File: src/sv/knn_pkg.sv
`default_nettype none

package knn_pkg;

  // Build-time sizes of the selector.
  localparam int DIMS       = 4;
  localparam int K_MAX      = 16;
  localparam int COORD_BITS = 16;

  // Derived widths.
  localparam int CNT_W      = $clog2(K_MAX + 1);
  localparam int IDX_W      = (K_MAX > 1) ? $clog2(K_MAX) : 1;
  localparam int DIST_W     = 2 * COORD_BITS + 3;
  localparam int OUT_DIST_W = 2 * COORD_BITS + 2;
  localparam int ID_W       = 16;
  localparam int DIMS_W     = 3;
  localparam int CFG_IDX_W  = 3;
  localparam int CFG_DATA_W = 16;

  // Configuration register indexes.
  localparam logic [CFG_IDX_W-1:0] CFG_QUERY_0 = 3'd0;
  localparam logic [CFG_IDX_W-1:0] CFG_DIMS    = 3'd4;
  localparam logic [CFG_IDX_W-1:0] CFG_K       = 3'd5;

  // Reset values of the configuration registers.
  localparam logic [DIMS_W-1:0] DIMS_RESET = 3'd4;
  localparam logic [CNT_W-1:0]  K_RESET    = CNT_W'(1);

  // Request codes.
  localparam logic REQ_POINT = 1'b0;
  localparam logic REQ_FLUSH = 1'b1;

  typedef logic [DIMS-1:0][COORD_BITS-1:0] coord_vec_t;

  typedef enum logic [2:0] {
    ST_IDLE,
    ST_SQUARE,
    ST_SUM,
    ST_INSERT,
    ST_FLUSH
  } state_t;

  // Commands from the controller to the datapath.
  typedef struct packed {
    logic load_point;
    logic square;
    logic sum;
    logic insert;
    logic flush_start;
    logic flush_pop;
    logic flush_done;
  } cmd_t;

  // Status from the datapath to the controller.
  typedef struct packed {
    logic rem_zero;
    logic out_free;
  } status_t;

endpackage

`default_nettype wire

File: src/sv/knn_ctrl.sv
`default_nettype none

module knn_ctrl (
  input  wire             clk,
  input  wire             rst_n,
  input  wire             in_valid,
  input  wire             in_req_type,
  output logic            in_stall,
  output knn_pkg::cmd_t   cmd,
  input  knn_pkg::status_t status
);
  import knn_pkg::*;

  state_t state_r;
  state_t state_nxt;

  // State register.
  always_ff @(posedge clk) begin
    if (!rst_n) begin
      state_r <= ST_IDLE;
    end else begin
      state_r <= state_nxt;
    end
  end

  // Next state and commands.
  always_comb begin
    state_nxt = state_r;
    cmd       = '0;
    in_stall  = (state_r != ST_IDLE);
    case (state_r)
      ST_IDLE: begin
        if (in_valid) begin
          if (in_req_type == REQ_FLUSH) begin
            cmd.flush_start = 1'b1;
            state_nxt       = ST_FLUSH;
          end else begin
            cmd.load_point = 1'b1;
            state_nxt      = ST_SQUARE;
          end
        end
      end
      ST_SQUARE: begin
        cmd.square = 1'b1;
        state_nxt  = ST_SUM;
      end
      ST_SUM: begin
        cmd.sum   = 1'b1;
        state_nxt = ST_INSERT;
      end
      ST_INSERT: begin
        cmd.insert = 1'b1;
        state_nxt  = ST_IDLE;
      end
      ST_FLUSH: begin
        if (status.rem_zero) begin
          cmd.flush_done = 1'b1;
          state_nxt      = ST_IDLE;
        end else if (status.out_free) begin
          cmd.flush_pop = 1'b1;
        end
      end
      default: begin
        state_nxt = ST_IDLE;
      end
    endcase
  end

endmodule

`default_nettype wire

File: config.mk
export PLATFORM = sky130hd
export DESIGN_NAME = knn_ctrl
export DESIGN_NICKNAME = d
export VERILOG_FILES = /design/src/sv/knn_pkg.sv /design/src/sv/knn_ctrl.sv
export SDC_FILE = /design/constraint.sdc
export NUM_CORES = 1
export LEC_CHECK = 0
export BUFFER_PORTS_ARGS = -buffer_cell sky130_fd_sc_hd__buf_2
export CAP_MARGIN = 20
export CORE_AREA = 2 2 39 41
export CTS_CLUSTER_SIZE = 30
export DETAILED_ROUTE_END_ITERATION = 8
export DIE_AREA = 0 0 41 43
export PLACE_DENSITY = 0.4
export SYNTH_ARGS = -nofsm -noshare
export SYNTH_HDL_FRONTEND = slang
export SYNTH_SLANG_ARGS = --single-unit
File: constraint.sdc
create_clock -name clk -period 2.7 [get_ports clk]
set_clock_uncertainty 0.1 [all_clocks]
set_input_delay 0.405 -clock clk [delete_from_list [all_inputs] [get_ports clk]]
set_output_delay 0.405 -clock clk [all_outputs]
set_load 0.05 [all_outputs]
==> summary.txt <==
Cells and area
  • Fillers: 160
  • Core occupancy in the finished layout: 0.237
  • Fraction of final layout cells sized beyond drive strength 1: 0.474
  • Post-layout nets: 45
  • Number of antenna diodes: 0
  • Reg with most FFs: state_r
  • Number of flip-flops in the largest register: 3
  • Area added between synthesis and finish: 44.8%
  • Sequential cell area: 60.1 um^2
  • Registers with the highest flip-flop counts: state_r (3)
  • Area of combinational cells with multiple inputs: 156 um^2
  • Number of standard cells in the layout, taps in and fillers out: 54
  • Final design area excluding fillers: 328 um^2

Die
  • Number of rows created at floorplan: 14
  • Total Die Area: 1760 um^2
  • Chip height: 43 um
  • Floorplan die width: 41 um
  • Effective utilization at floorplan: 0.164
  • Placeable Area: 1380 um^2
  • Ports: 14

Route
  • Post-detailed-routing wire length: 549 um
  • Total via count after detailed routing: 222
  • Residual DRC: 0
  • Remaining antenna violation count: 0
  • Initial drt markers: 3
  • Wire per inst: 10.2 um
  • Vias per Instance: 4.11
  • Number of iterations in the first detailed-routing pass: 4

Timing
  • Total negative slack: 0 ns
  • Final hold vios: 0
  • RSZ-0062 raised after global routing: false
  • Worst Hold Margin: 0.339 ns
  • # setup viols final: 0
  • Highest achievable clock rate: 553 MHz
  • Worst slew pin tran: 0.380 ns
  • Max Slew Vio Count: 0
  • Clock period minus worst slack: 1.81 ns
  • Setup ws final: 0.893 ns
  • Rel. slew slack: 0.746
  • Final cycle utilization of the critical path: 0.669

Job
  • Number of maximum-capacitance constraint violations: 0

GRT
  • Initial antenna violation count: 0
  • Vias in the first global route: 239
  • Met1 Use GR: 0.0769
  • GR Util met2: 0.122
  • Most used routing layer: met2
  • Met3 usage in global routing: 0.0157
  • GRT Total Usage: 0.0782
  • Maximum number of pins on one net before global-route repair: 14
  • Global-route wire length before repair: 917 um
  • Remaining Overflow, GRT: 0

Clock network
  • Cell at the root of the clock tree: clkbuf_4
  • Number of setup buffers added after CTS: 0
  • Clock network latency to the later pin of the worst-skew pair: 0.23 ns
  • Clock-pin transition on the worst setup and hold timing paths: 0.04 ns
  • Total of hold buffers inserted after clock tree synthesis: 0
  • CTS Buf Count: 3
  • Clock tree from TritonCTS: done
  • Largest buffer count on any clock path: 2
  • Number of gates given a new drive strength after cts: 0
  • Maximum level of the CTS H-tree: 1
  • Clock net sink count: 3

Worst hold path
  • Source of the worst hold timing path: rst_n
  • Classification of the worst-slack hold path: in2reg

Placement
  • Placed Cells incl. Taps: 50
  • Post-Place Setup Slack: 1.12 ns
  • Standard cell area after detailed placement: 302 um^2
  • Count of buffers from port buffering: 13
  • Placer congestion estimate: 0.599

Worst setup path
  • Critical Path Source: state_r[1]
  • Required time worst endpoint: 2.19 ns
  • Startpoint Class: flop
  • Startpoint of the most critical register-to-register path: state_r[2]
  • Setup Crit Path Kind: reg2out
  • Arrival time at the worst endpoint: 1.30 ns
  • Max FO, Critical Path: 8
  • Sort of element at the end of the critical path: output pin

Synth
  • Unique masters post-synth: 15
  • Synthesis Warnings: 0
  • Synth Cell Area: 226 um^2
  • Number of storage elements in the synthesis netlist: 3
  • Post-Synthesis Cells: 23
  • Post-Synthesis Mean Instance Area: 9.85 um^2
  • Syn nets: 29
  • Sequential area share after synthesis: 0.265

Power and ir drop
  • Peak ir drop on the vdd network: 190 uV
  • Power Total: 0.201 mW
  • Power per cell area: 613 nW/um^2
  • Leak Pwr: 0.188 nW

Status
  • Result of the run: completed
[worst paths after layout]
kind | cells past startpoint | slack (ns) | to
setup / recovery | 3 | 0.89 | cmd[2]
hold / removal | 2 | 0.34 | state_r[2]
hold reg to reg | 2 | 0.55 | state_r[1]
setup reg to reg | 2 | 1.38 | state_r[0]
[critical path: stages, from the launching register on]
cell and delay [ns]:
dfxtp_1 0.37, nor2_2 0.22, and4b_1 0.22, buf_2 0.26
[cell families (layout without fill, tap and decap cells)]
family,Yosys count,after routing,share of synthesized area
multiplexers,1,1,0.0497
XOR/XNOR,1,1,0.0387
AND/OR/NAND/NOR,14,14,0.514
flip-flops,3,3,0.265
AO/OA/AOI/OAI,2,2,0.0884
buffers and inverters,2,17,0.0442
[cell usage after synthesis]
master    n  area [um^2]
or3_1     1         6.26
o211a_1   2         20.0
nand2b_1  1         6.26
nor3b_1   3         22.5
dfxtp_1   3         60.1
xnor2_1   1         8.76
nor2b_1   1         6.26
and3b_1   2         17.5
and4b_1   2         20.0
buf_2     2         10.0
nor3b_2   1         12.5
nor2_2    1         6.26
and3_1    1         6.26
and4bb_1  1         12.5
mux2_1    1         11.3
[where the power goes]
part / switching (mW) / internal [mW] / total (mW) / leakage (nW)
sequential: 0.00821 / 0.0483 / 0.0565 / 0.0246
clock: 0.0216 / 0.0553 / 0.0769 / 0.0150
combinational: 0.0455 / 0.0221 / 0.0676 / 0.148
total: 0.0753 / 0.126 / 0.201 / 0.188
[area by class of cell]
cell class | count | share of cell area
multi-input combinational | 18 | 0.477
tap | 16 | 0.0611
clock buffer | 4 | 0.0802
sequential | 3 | 0.183
timing repair buffer | 13 | 0.198
[layout by cell type, fill, tap and decap left out]
master / instances
and3_1: 1
and3b_1: 2
nor2b_1: 1
or3_1: 1
mux2_1: 1
dfxtp_1: 3
nor2_2: 1
and4bb_1: 1
and4b_1: 2
xnor2_1: 1
clkbuf_4: 3
nor3b_1: 3
buf_2: 13
clkbuf_1: 1
o211a_1: 2
nand2b_1: 1
nor3b_2: 1
[per-layer routing]
layer,up-vias,share of wire
li1,116,-
met2,9,0.48
met5,-,0
met4,0,0
met1,97,0.43
met3,0,0.080
Note: power is estimated with default switching activity, not from simulation.
